### config.mk
export PLATFORM = sky130hd
export DESIGN_NAME = bounded_array_list
export DESIGN_NICKNAME = d
export VERILOG_FILES = /design/src/hw/rtl/bal_pkg.sv /design/src/hw/rtl/bal_mem.sv /design/src/hw/rtl/bal_seq.sv /design/src/hw/rtl/bounded_array_list.sv
export SDC_FILE = /design/constraint.sdc
export NUM_CORES = 1
export LEC_CHECK = 0
export BUFFER_PORTS_ARGS = -buffer_cell sky130_fd_sc_hd__buf_2
export CORE_AREA = 2 2 294 296
export DETAILED_ROUTE_END_ITERATION = 6
export DIE_AREA = 0 0 296 298
export PLACE_DENSITY = 0.6
export SETUP_SLACK_MARGIN = 0.2
export SLEW_MARGIN = 0
export SYNTH_ARGS = -nofsm -noshare
export SYNTH_HDL_FRONTEND = slang
export SYNTH_SLANG_ARGS = --single-unit
### constraint.sdc
create_clock -name clock -period 11.4 [get_ports clock]
set_input_delay 0.57 -clock clock [delete_from_list [all_inputs] [get_ports clock]]
set_output_delay 0.57 -clock clock [all_outputs]
set_load 0.01 [all_outputs]
### src/hw/rtl/bal_pkg.sv
// ----------------------------------------------------------------------------
// bal_pkg
// Types and codes shared by the bounded array list: request and response
// payloads, operation and status codes, memory access bundle, sequencer states.
// ----------------------------------------------------------------------------
package bal_pkg;

   // widest entry address the list may need (up to 256 entries)
   localparam int ADDR_W  = 8;
   localparam int VALUE_W = 32;

   // insert place codes
   localparam logic [1:0] WHERE_POSITION = 2'd0;
   localparam logic [1:0] WHERE_START    = 2'd1;
   localparam logic [1:0] WHERE_END      = 2'd2;

   typedef enum logic [1:0] {
      KIND_INSERT = 2'd0,
      KIND_DELETE = 2'd1,
      KIND_CLEAR  = 2'd2,
      KIND_DUMP   = 2'd3
   } kind_type;

   typedef enum logic [2:0] {
      ST_OK       = 3'd0,
      ST_FULL     = 3'd1,
      ST_BADPOS   = 3'd2,
      ST_EMPTY    = 3'd3,
      ST_NOTFOUND = 3'd4
   } status_type;

   typedef struct packed {
      kind_type                   kind;
      logic signed [VALUE_W-1:0]  value;
      logic [1:0]                 insert_where;
      logic [7:0]                 position;
   } req_type;

   typedef struct packed {
      status_type                 status;
      logic signed [VALUE_W-1:0]  item_value;
      logic [3:0]                 item_position;
      logic [4:0]                 count;
      logic                       last;
   } rsp_type;

   typedef struct packed {
      logic                wr_en;
      logic [ADDR_W-1:0]   wr_addr;
      logic [VALUE_W-1:0]  wr_data;
      logic                rd_en;
      logic [ADDR_W-1:0]   rd_addr;
   } mem_req_type;

   typedef enum logic [3:0] {
      S_IDLE,
      S_INS_RD,
      S_INS_WR,
      S_DEL_RD,
      S_DEL_CMP,
      S_SH_RD,
      S_SH_WR,
      S_DUMP_RD,
      S_DUMP_CAP,
      S_EMIT
   } state_type;

endpackage

### src/hw/rtl/bal_mem.sv
// ----------------------------------------------------------------------------
// bal_mem
// Entry store: one write port and one read port, read data registered.
// ----------------------------------------------------------------------------
module bal_mem
   import bal_pkg::*;
#(
   parameter int CAPACITY = 16
) (
   input  logic                clock,
   input  mem_req_type         mem_req,
   output logic [VALUE_W-1:0]  mem_rd_data
);

   localparam int IDX_W = $clog2(CAPACITY);

   logic [VALUE_W-1:0] mem_ff [CAPACITY];
   logic [VALUE_W-1:0] rd_data_ff;

   // write, and registered read
   always_ff @(posedge clock) begin
      if (mem_req.wr_en) begin
         mem_ff[mem_req.wr_addr[IDX_W-1:0]] <= mem_req.wr_data;
      end
      if (mem_req.rd_en) begin
         rd_data_ff <= mem_ff[mem_req.rd_addr[IDX_W-1:0]];
      end
   end

   assign mem_rd_data = rd_data_ff;

endmodule

### src/hw/rtl/bal_seq.sv
// ----------------------------------------------------------------------------
// bal_seq
// Operation sequencer: decodes a request, walks the entry store one entry at
// a time to shift, search or dump, and presents each response.
// ----------------------------------------------------------------------------
module bal_seq
   import bal_pkg::*;
#(
   parameter int CAPACITY = 16
) (
   input  logic                clock,
   input  logic                reset,
   input  logic                req_valid,
   output logic                req_stall,
   input  req_type             req_payload,
   output mem_req_type         mem_req,
   input  logic [VALUE_W-1:0]  mem_rd_data,
   output logic                res_valid,
   input  logic                res_ready,
   output rsp_type             res_payload
);

   localparam int IDX_W = $clog2(CAPACITY);
   localparam int CNT_W = $clog2(CAPACITY + 1);
   localparam int CMP_W = (CNT_W > 8) ? CNT_W : 8;
   localparam logic [CNT_W-1:0] CAP_CNT = CNT_W'(CAPACITY);

   state_type                  state_ff, state_in;
   logic [CNT_W-1:0]           count_ff, count_in;
   logic [IDX_W-1:0]           cur_ff, cur_in;
   logic [IDX_W-1:0]           hit_ff, hit_in;
   logic signed [VALUE_W-1:0]  val_ff, val_in;
   rsp_type                    res_ff, res_in;

   logic [CNT_W-1:0]           cur_inc;
   logic [CNT_W-1:0]           count_inc;
   logic [CNT_W-1:0]           count_dec;
   logic [CMP_W-1:0]           at_ext;
   logic                       at_ok;

   // build a response, truncating index and count to the port widths
   function automatic rsp_type pack_rsp(status_type st, logic [VALUE_W-1:0] v,
                                        logic [31:0] p, logic [31:0] c, logic l);
      rsp_type r;
      r.status        = st;
      r.item_value    = v;
      r.item_position = p[3:0];
      r.count         = c[4:0];
      r.last          = l;
      return r;
   endfunction

   assign cur_inc   = CNT_W'(cur_ff) + CNT_W'(1);
   assign count_inc = count_ff + CNT_W'(1);
   assign count_dec = count_ff - CNT_W'(1);

   // resolve the insert place and check it against the fill
   always_comb begin
      at_ext = '0;
      at_ok  = 1'b0;
      unique case (req_payload.insert_where)
         WHERE_START: begin
            at_ext = '0;
            at_ok  = 1'b1;
         end
         WHERE_END: begin
            at_ext = CMP_W'(count_ff);
            at_ok  = 1'b1;
         end
         WHERE_POSITION: begin
            at_ext = CMP_W'(req_payload.position);
            at_ok  = (at_ext <= CMP_W'(count_ff));
         end
         default: begin
            at_ok  = 1'b0;
         end
      endcase
   end

   // state and working registers
   always_ff @(posedge clock) begin
      if (reset) begin
         state_ff <= S_IDLE;
         count_ff <= '0;
      end else begin
         state_ff <= state_in;
         count_ff <= count_in;
      end
      cur_ff <= cur_in;
      hit_ff <= hit_in;
      val_ff <= val_in;
      res_ff <= res_in;
   end

   // next state, memory accesses and response
   always_comb begin
      state_in = state_ff;
      count_in = count_ff;
      cur_in   = cur_ff;
      hit_in   = hit_ff;
      val_in   = val_ff;
      res_in   = res_ff;
      mem_req  = '0;

      unique case (state_ff)
         S_IDLE: begin
            if (req_valid) begin
               val_in = req_payload.value;
               cur_in = '0;
               unique case (req_payload.kind)
                  KIND_INSERT: begin
                     if (count_ff >= CAP_CNT) begin
                        res_in   = pack_rsp(ST_FULL, '0, '0, 32'(count_ff), 1'b1);
                        state_in = S_EMIT;
                     end else if (at_ok) begin
                        hit_in   = at_ext[IDX_W-1:0];
                        cur_in   = count_ff[IDX_W-1:0];
                        state_in = S_INS_RD;
                     end else begin
                        res_in   = pack_rsp(ST_BADPOS, '0, '0, 32'(count_ff), 1'b1);
                        state_in = S_EMIT;
                     end
                  end
                  KIND_DELETE: begin
                     if (count_ff == '0) begin
                        res_in   = pack_rsp(ST_EMPTY, '0, '0, 32'(count_ff), 1'b1);
                        state_in = S_EMIT;
                     end else begin
                        state_in = S_DEL_RD;
                     end
                  end
                  KIND_CLEAR: begin
                     count_in = '0;
                     res_in   = pack_rsp(ST_OK, '0, '0, '0, 1'b1);
                     state_in = S_EMIT;
                  end
                  KIND_DUMP: begin
                     if (count_ff == '0) begin
                        res_in   = pack_rsp(ST_EMPTY, '0, '0, 32'(count_ff), 1'b1);
                        state_in = S_EMIT;
                     end else begin
                        state_in = S_DUMP_RD;
                     end
                  end
                  default: begin
                     state_in = S_IDLE;
                  end
               endcase
            end
         end

         // shift up from the top; once the gap reaches its place, drop the value in
         S_INS_RD: begin
            if (cur_ff == hit_ff) begin
               mem_req.wr_en   = 1'b1;
               mem_req.wr_addr = ADDR_W'(cur_ff);
               mem_req.wr_data = val_ff;
               count_in        = count_inc;
               res_in          = pack_rsp(ST_OK, val_ff, 32'(hit_ff), 32'(count_inc), 1'b1);
               state_in        = S_EMIT;
            end else begin
               mem_req.rd_en   = 1'b1;
               mem_req.rd_addr = ADDR_W'(cur_ff - IDX_W'(1));
               state_in        = S_INS_WR;
            end
         end

         S_INS_WR: begin
            mem_req.wr_en   = 1'b1;
            mem_req.wr_addr = ADDR_W'(cur_ff);
            mem_req.wr_data = mem_rd_data;
            cur_in          = cur_ff - IDX_W'(1);
            state_in        = S_INS_RD;
         end

         // search for the first match
         S_DEL_RD: begin
            mem_req.rd_en   = 1'b1;
            mem_req.rd_addr = ADDR_W'(cur_ff);
            state_in        = S_DEL_CMP;
         end

         S_DEL_CMP: begin
            if (mem_rd_data == val_ff) begin
               hit_in   = cur_ff;
               state_in = S_SH_RD;
            end else if (cur_inc == count_ff) begin
               res_in   = pack_rsp(ST_NOTFOUND, '0, '0, 32'(count_ff), 1'b1);
               state_in = S_EMIT;
            end else begin
               cur_in   = cur_ff + IDX_W'(1);
               state_in = S_DEL_RD;
            end
         end

         // close the gap by moving later entries down
         S_SH_RD: begin
            if (cur_inc < count_ff) begin
               mem_req.rd_en   = 1'b1;
               mem_req.rd_addr = ADDR_W'(cur_inc);
               state_in        = S_SH_WR;
            end else begin
               count_in = count_dec;
               res_in   = pack_rsp(ST_OK, val_ff, 32'(hit_ff), 32'(count_dec), 1'b1);
               state_in = S_EMIT;
            end
         end

         S_SH_WR: begin
            mem_req.wr_en   = 1'b1;
            mem_req.wr_addr = ADDR_W'(cur_ff);
            mem_req.wr_data = mem_rd_data;
            cur_in          = cur_ff + IDX_W'(1);
            state_in        = S_SH_RD;
         end

         // dump one entry per pass
         S_DUMP_RD: begin
            mem_req.rd_en   = 1'b1;
            mem_req.rd_addr = ADDR_W'(cur_ff);
            state_in        = S_DUMP_CAP;
         end

         S_DUMP_CAP: begin
            res_in   = pack_rsp(ST_OK, mem_rd_data, 32'(cur_ff), 32'(count_ff),
                                cur_inc == count_ff);
            state_in = S_EMIT;
         end

         // hold the response until taken, then finish or fetch the next entry
         S_EMIT: begin
            if (res_ready) begin
               if (res_ff.last) begin
                  state_in = S_IDLE;
               end else begin
                  cur_in   = cur_ff + IDX_W'(1);
                  state_in = S_DUMP_RD;
               end
            end
         end

         default: begin
            state_in = S_IDLE;
         end
      endcase
   end

   assign req_stall   = (state_ff != S_IDLE);
   assign res_valid   = (state_ff == S_EMIT);
   assign res_payload = res_ff;

   // fill never passes the capacity
   a_count_bound: assert property (@(posedge clock) disable iff (reset)
      count_ff <= CAP_CNT)
      else $error("entry count above capacity");

   // the store is never read and written in the same cycle
   a_mem_excl: assert property (@(posedge clock) disable iff (reset)
      !(mem_req.wr_en && mem_req.rd_en))
      else $error("read and write in one cycle");

   // a pending response holds until it is taken
   a_emit_hold: assert property (@(posedge clock) disable iff (reset)
      (state_ff == S_EMIT && !res_ready) |=> (state_ff == S_EMIT && $stable(res_ff)))
      else $error("response dropped before hand-off");

   // the fill only moves on the way to a response
   a_count_move: assert property (@(posedge clock) disable iff (reset)
      (count_ff != count_in) |=> (state_ff == S_EMIT))
      else $error("entry count changed outside an operation end");

endmodule

### src/hw/rtl/bounded_array_list.sv
// ----------------------------------------------------------------------------
// bounded_array_list
// Ordered list of up to CAPACITY signed 32-bit values with insert, delete by
// value, clear and dump, held in a single-port-read synchronous store.
// ----------------------------------------------------------------------------
// Sequencing: clear and errors go straight from idle to the response; insert
//   shifts each entry above its place up with a read and a write; delete
//   reads and compares until the match, then moves later entries down. One
//   request at a time; a dump reads, captures and hands off each entry.
// Reset: the fill count and all control state clear; entries stay undefined
//   and are never read before written, so no clearing pass runs.
module bounded_array_list
   import bal_pkg::*;
#(
   parameter int CAPACITY = 16
) (
   input  logic     clock,
   input  logic     reset,
   input  logic     req_valid,
   output logic     req_stall,
   input  req_type  req_payload,
   output logic     rsp_valid,
   input  logic     rsp_stall,
   output rsp_type  rsp_payload
);

   mem_req_type         mem_req;
   logic [VALUE_W-1:0]  mem_rd_data;
   logic                res_valid;
   logic                res_ready;
   rsp_type             res_payload;

   logic                rsp_valid_ff;
   rsp_type             rsp_payload_ff;

   bal_mem #(
      .CAPACITY (CAPACITY)
   ) u_mem (
      .clock       (clock),
      .mem_req     (mem_req),
      .mem_rd_data (mem_rd_data)
   );

   bal_seq #(
      .CAPACITY (CAPACITY)
   ) u_seq (
      .clock       (clock),
      .reset       (reset),
      .req_valid   (req_valid),
      .req_stall   (req_stall),
      .req_payload (req_payload),
      .mem_req     (mem_req),
      .mem_rd_data (mem_rd_data),
      .res_valid   (res_valid),
      .res_ready   (res_ready),
      .res_payload (res_payload)
   );

   // output register: load when empty or being drained
   assign res_ready = !rsp_valid_ff || !rsp_stall;

   always_ff @(posedge clock) begin
      if (reset) begin
         rsp_valid_ff <= 1'b0;
      end else if (res_ready) begin
         rsp_valid_ff <= res_valid;
      end
      if (res_ready && res_valid) begin
         rsp_payload_ff <= res_payload;
      end
   end

   assign rsp_valid   = rsp_valid_ff;
   assign rsp_payload = rsp_payload_ff;

endmodule

==> impl_metrics.yaml <==
detailed_routing:
  totalWireLength_um: 119000
  detail_route.drc_violations: 0
  drtIter0Drc: 4124
  detail_route.first_pass.iterations: 6
  final_antenna_net_count: 0
  num_vias: 27351
  drt-wirelength-per-cell_um: 30.0
  avgViaCountPerCell: 6.91
synth:
  number_of_instances_in_the_synthesized_netlist: 2825
  yosys_register_bits: 684
  synth_ff_type: "sky130_fd_sc_hd__edfxtp_1"
  yosysTopAreaCell: "sky130_fd_sc_hd__edfxtp_1"
  synth.top_cells.by_area: "sky130_fd_sc_hd__edfxtp_1 60%, sky130_fd_sc_hd__nand3_1 4.4%, sky130_fd_sc_hd__o2bb2ai_1 3.4%"
  synthTopCellsByCount: "674 x sky130_fd_sc_hd__edfxtp_1, 294 x sky130_fd_sc_hd__nand3_1, 276 x sky130_fd_sc_hd__nand2_1"
  synthesis.area_sq_um: 33700
  synth.net_count: 2893
  post_synth.cell_area_avg_sq_um: 11.9
  count_of_flip_flops_with_a_built_in_enable_after_synthesis: 674
  yosysTopAreaCellShare_pct: 60.1
  postSynth.asyncResetShare_pct: 0
  synth_seq_area_share_pct: 60.7
  synth.most_common_cell: "sky130_fd_sc_hd__edfxtp_1"
  yosys_warnings: 0
  netlist-cell-type-count: 60
place:
  place.port_buffers: 94
  gp_routability_congestion: 0.924
  detailedPlace.worstSlack_ns: 4.91
  dp_hpwl_um: 62600
  placedCellCount: 3821
cts:
  cts-root-to-sink-buffers: 3
  cts.hold.buffers_added: 0
  cts_setup_buffers: 0
  cts-resized-gates: 0
  h-tree-depth: 3
  root_buffer: "sky130_fd_sc_hd__clkbuf_16"
  cts_inserted_buffers: 74
  tritoncts: "yes"
  insertion_delay_ns: 0.64
  worst_setup_hold_path_clk_slew_ns: 0.06
  clkSinkCount: 684
finish:
  nNetsFinal: 2821
  final_cells: 3960
  post-route-util_pct: 44.3
  fraction_of_final_layout_cells_sized_beyond_drive_strength_1_pct: 11.2
  filler_cell_count: 7651
  area_growth_syn_to_layout_pct: 11.8
global_route:
  grt_pass1_wl_um: 174000
  first_global_vias: 26410
  grt_overflow_total: 0
  grt_max_degree: 197
  globalRouteTotalUtil_pct: 26.3
  antenna_found_initial: 5
critical_path:
  crit_path_capture_type: "flip-flop"
  type_of_element_launching_the_critical_path: "flip-flop"
  timing.critical_path.fanout_max: 66
  required_ns: 11.87
  timing_worst_setup_path_type: "reg -> reg"
  critPathArrivalTime_ns: 7.16
power_and_ir_drop:
  worst_ir_drop_vdd_mv: 0.196
  power.leakage_nw: 12.1
  power.density_cell_area_nw_per_um2: 245
sta:
  timing.fmax_ghz: 0.150
  hold_violations: 0
  layout_worst_path_cycle_share_pct: 58.7
  min_period_ns: 6.69
  rsz0062_at_grt: "false"
  tightestPinTransition_ns: 1.34
  finalWorstSetupSlack_ns: 4.71
  setup_viol: 0
  setup_total_negative_slack_ns: 0
  slew_headroom_pct: 9.99
  finClkSkew_ns: 0.0364
  drv_slew: 0
die:
  initial_util_pct: 39.6
  io-pin-count: 95
  fp.dieArea_sq_um: 88200
  core_area_sq_um: 84900
  die_x_um: 296
  row_count: 107
  fp.dieH_um: 298
job:
  max_cap_violations: 0
hold_path:
  min-delay-path-class: "in -> reg"
status:
  run_status: "completed"
==> routing by layer <==
metal / part of all wire [%] / global-route usage, %
met3: 12 / 6.65
met1: 38 / 34.3
met4: 5.7 / 14.9
met5: 0.027 / 0
met2: 44 / 39.8
==> power by group <==
group	switching, mW	internal (mW)	total [mW]
logic	2.36	0.836	3.20
clock network	1.04	1.45	2.50
registers	0.288	3.23	3.52
total	3.69	5.52	9.21
==> through the flow <==
step,cell area [sq um],hold slack (ns),total power [mW]
floorplan,33700,0.400,5.46
global placement,35100,0.401,6.56
detailed placement,35100,0.405,6.65
CTS,37600,0.0808,9.13
global route,37600,0.0958,9.51
finish,37600,0.111,9.21
==> critical path: stages, from the launching register on <==
cell	delay, ns
sky130_fd_sc_hd__edfxtp_1	0.33
sky130_fd_sc_hd__buf_4	0.46
sky130_fd_sc_hd__buf_4	0.80
sky130_fd_sc_hd__nand3_1	0.19
sky130_fd_sc_hd__xnor2_1	0.19
sky130_fd_sc_hd__ha_1	0.19
sky130_fd_sc_hd__a21oi_1	0.26
sky130_fd_sc_hd__nand2_4	0.33
sky130_fd_sc_hd__nor3_4	0.26
sky130_fd_sc_hd__buf_4	0.52
sky130_fd_sc_hd__or2_4	0.86
sky130_fd_sc_hd__buf_4	0.67
sky130_fd_sc_hd__buf_4	0.62
sky130_fd_sc_hd__a221oi_1	0.19
sky130_fd_sc_hd__a221o_1	0.41
sky130_fd_sc_hd__nand3_1	0.09
==> state kept, by name (all words and copies together) (netlist names) <==
register / flops
u_seq.val_ff: 32
u_seq.count_ff: 5
u_seq.cur_ff: 4
u_seq.hit_ff: 4
u_seq.state_ff: 4
u_seq.res_payload: 45
u_mem.mem_rd_data: 32
u_mem.mem_ff: 512
rsp_payload: 45
rsp_valid: 1
==> cell type report <==
| class | count | area, sq um | area share [%] |
|---|---|---|---|
| Inverter | 51 | 199 | 0.529 |
| Timing Repair Buffer | 153 | 951 | 2.53 |
| Antenna cell | 2 | 5.00 | 0.0133 |
| Tap cell | 1144 | 1430 | 3.81 |
| Multi-Input combinational cell | 1789 | 12100 | 32.2 |
| Sequential cell | 684 | 20400 | 54.4 |
| Clock inverter | 47 | 526 | 1.40 |
| Clock buffer | 90 | 1950 | 5.19 |
==> kinds of logic after synthesis <==
family / count (synthesis) / synth area share (%)
AOI/OAI and AO/OA: 1043 / 24.0
and+or+nand+nor: 679 / 9.20
DFF: 684 / 60.7
buffers and inverters: 352 / 4.10
adders and majority gates: 20 / 0.766
muxes: 4 / 0.119
xor gates and xnor gates: 43 / 1.12
==> worst paths after layout <==
path / slack, ns / to / cells past startpoint / startpoint
max reg2reg: 4.71 / u_mem.mem_rd_data[6]$_DFFE_PP_ / 15 / u_seq.cur_ff[0]$_DFFE_PP_
min reg2reg: 0.42 / rsp_payload[13]$_DFFE_PP_ / 0 / u_seq.res_payload[13]$_DFFE_PP_
min: 0.11 / u_seq.val_ff[7]$_DFFE_PP_ / 1 / req_payload[17]
max: 4.71 / u_mem.mem_rd_data[6]$_DFFE_PP_ / 15 / u_seq.cur_ff[0]$_DFFE_PP_
==> cells in the final DEF, fill, tap and decap left out, types with 6 or more instances in the layout <==
| cell type | instances |
|---|---|
| sky130_fd_sc_hd__nand3_1 | 294 |
| sky130_fd_sc_hd__nor2_4 | 16 |
| sky130_fd_sc_hd__nor3_1 | 12 |
| sky130_fd_sc_hd__a22o_1 | 104 |
| sky130_fd_sc_hd__a211o_1 | 34 |
| sky130_fd_sc_hd__dfxtp_1 | 8 |
| sky130_fd_sc_hd__a211oi_1 | 32 |
| sky130_fd_sc_hd__edfxtp_1 | 674 |
| sky130_fd_sc_hd__a32oi_1 | 31 |
| sky130_fd_sc_hd__o2bb2ai_1 | 129 |
| sky130_fd_sc_hd__inv_1 | 48 |
| sky130_fd_sc_hd__o21ai_0 | 74 |
| sky130_fd_sc_hd__ha_1 | 19 |
| sky130_fd_sc_hd__bufinv_16 | 10 |
| sky130_fd_sc_hd__nand4_1 | 12 |
| sky130_fd_sc_hd__and3_1 | 7 |
| sky130_fd_sc_hd__clkbuf_16 | 75 |
| sky130_fd_sc_hd__nor2_1 | 25 |
| sky130_fd_sc_hd__a2111oi_0 | 31 |
| sky130_fd_sc_hd__xnor2_1 | 40 |
| sky130_fd_sc_hd__a221oi_1 | 67 |
| sky130_fd_sc_hd__a21o_1 | 6 |
| sky130_fd_sc_hd__clkinv_2 | 12 |
| sky130_fd_sc_hd__clkbuf_1 | 13 |
| sky130_fd_sc_hd__clkinv_1 | 15 |
| sky130_fd_sc_hd__nor4_1 | 6 |
| sky130_fd_sc_hd__a21oi_1 | 181 |
| sky130_fd_sc_hd__o2111ai_1 | 31 |
| sky130_fd_sc_hd__a221o_1 | 68 |
| sky130_fd_sc_hd__a22oi_1 | 127 |
| sky130_fd_sc_hd__nand2_1 | 274 |
| sky130_fd_sc_hd__buf_4 | 56 |
| sky130_fd_sc_hd__o32ai_1 | 64 |
| sky130_fd_sc_hd__buf_2 | 94 |
| sky130_fd_sc_hd__o211a_1 | 31 |
(Power assumes the default switching activity.)
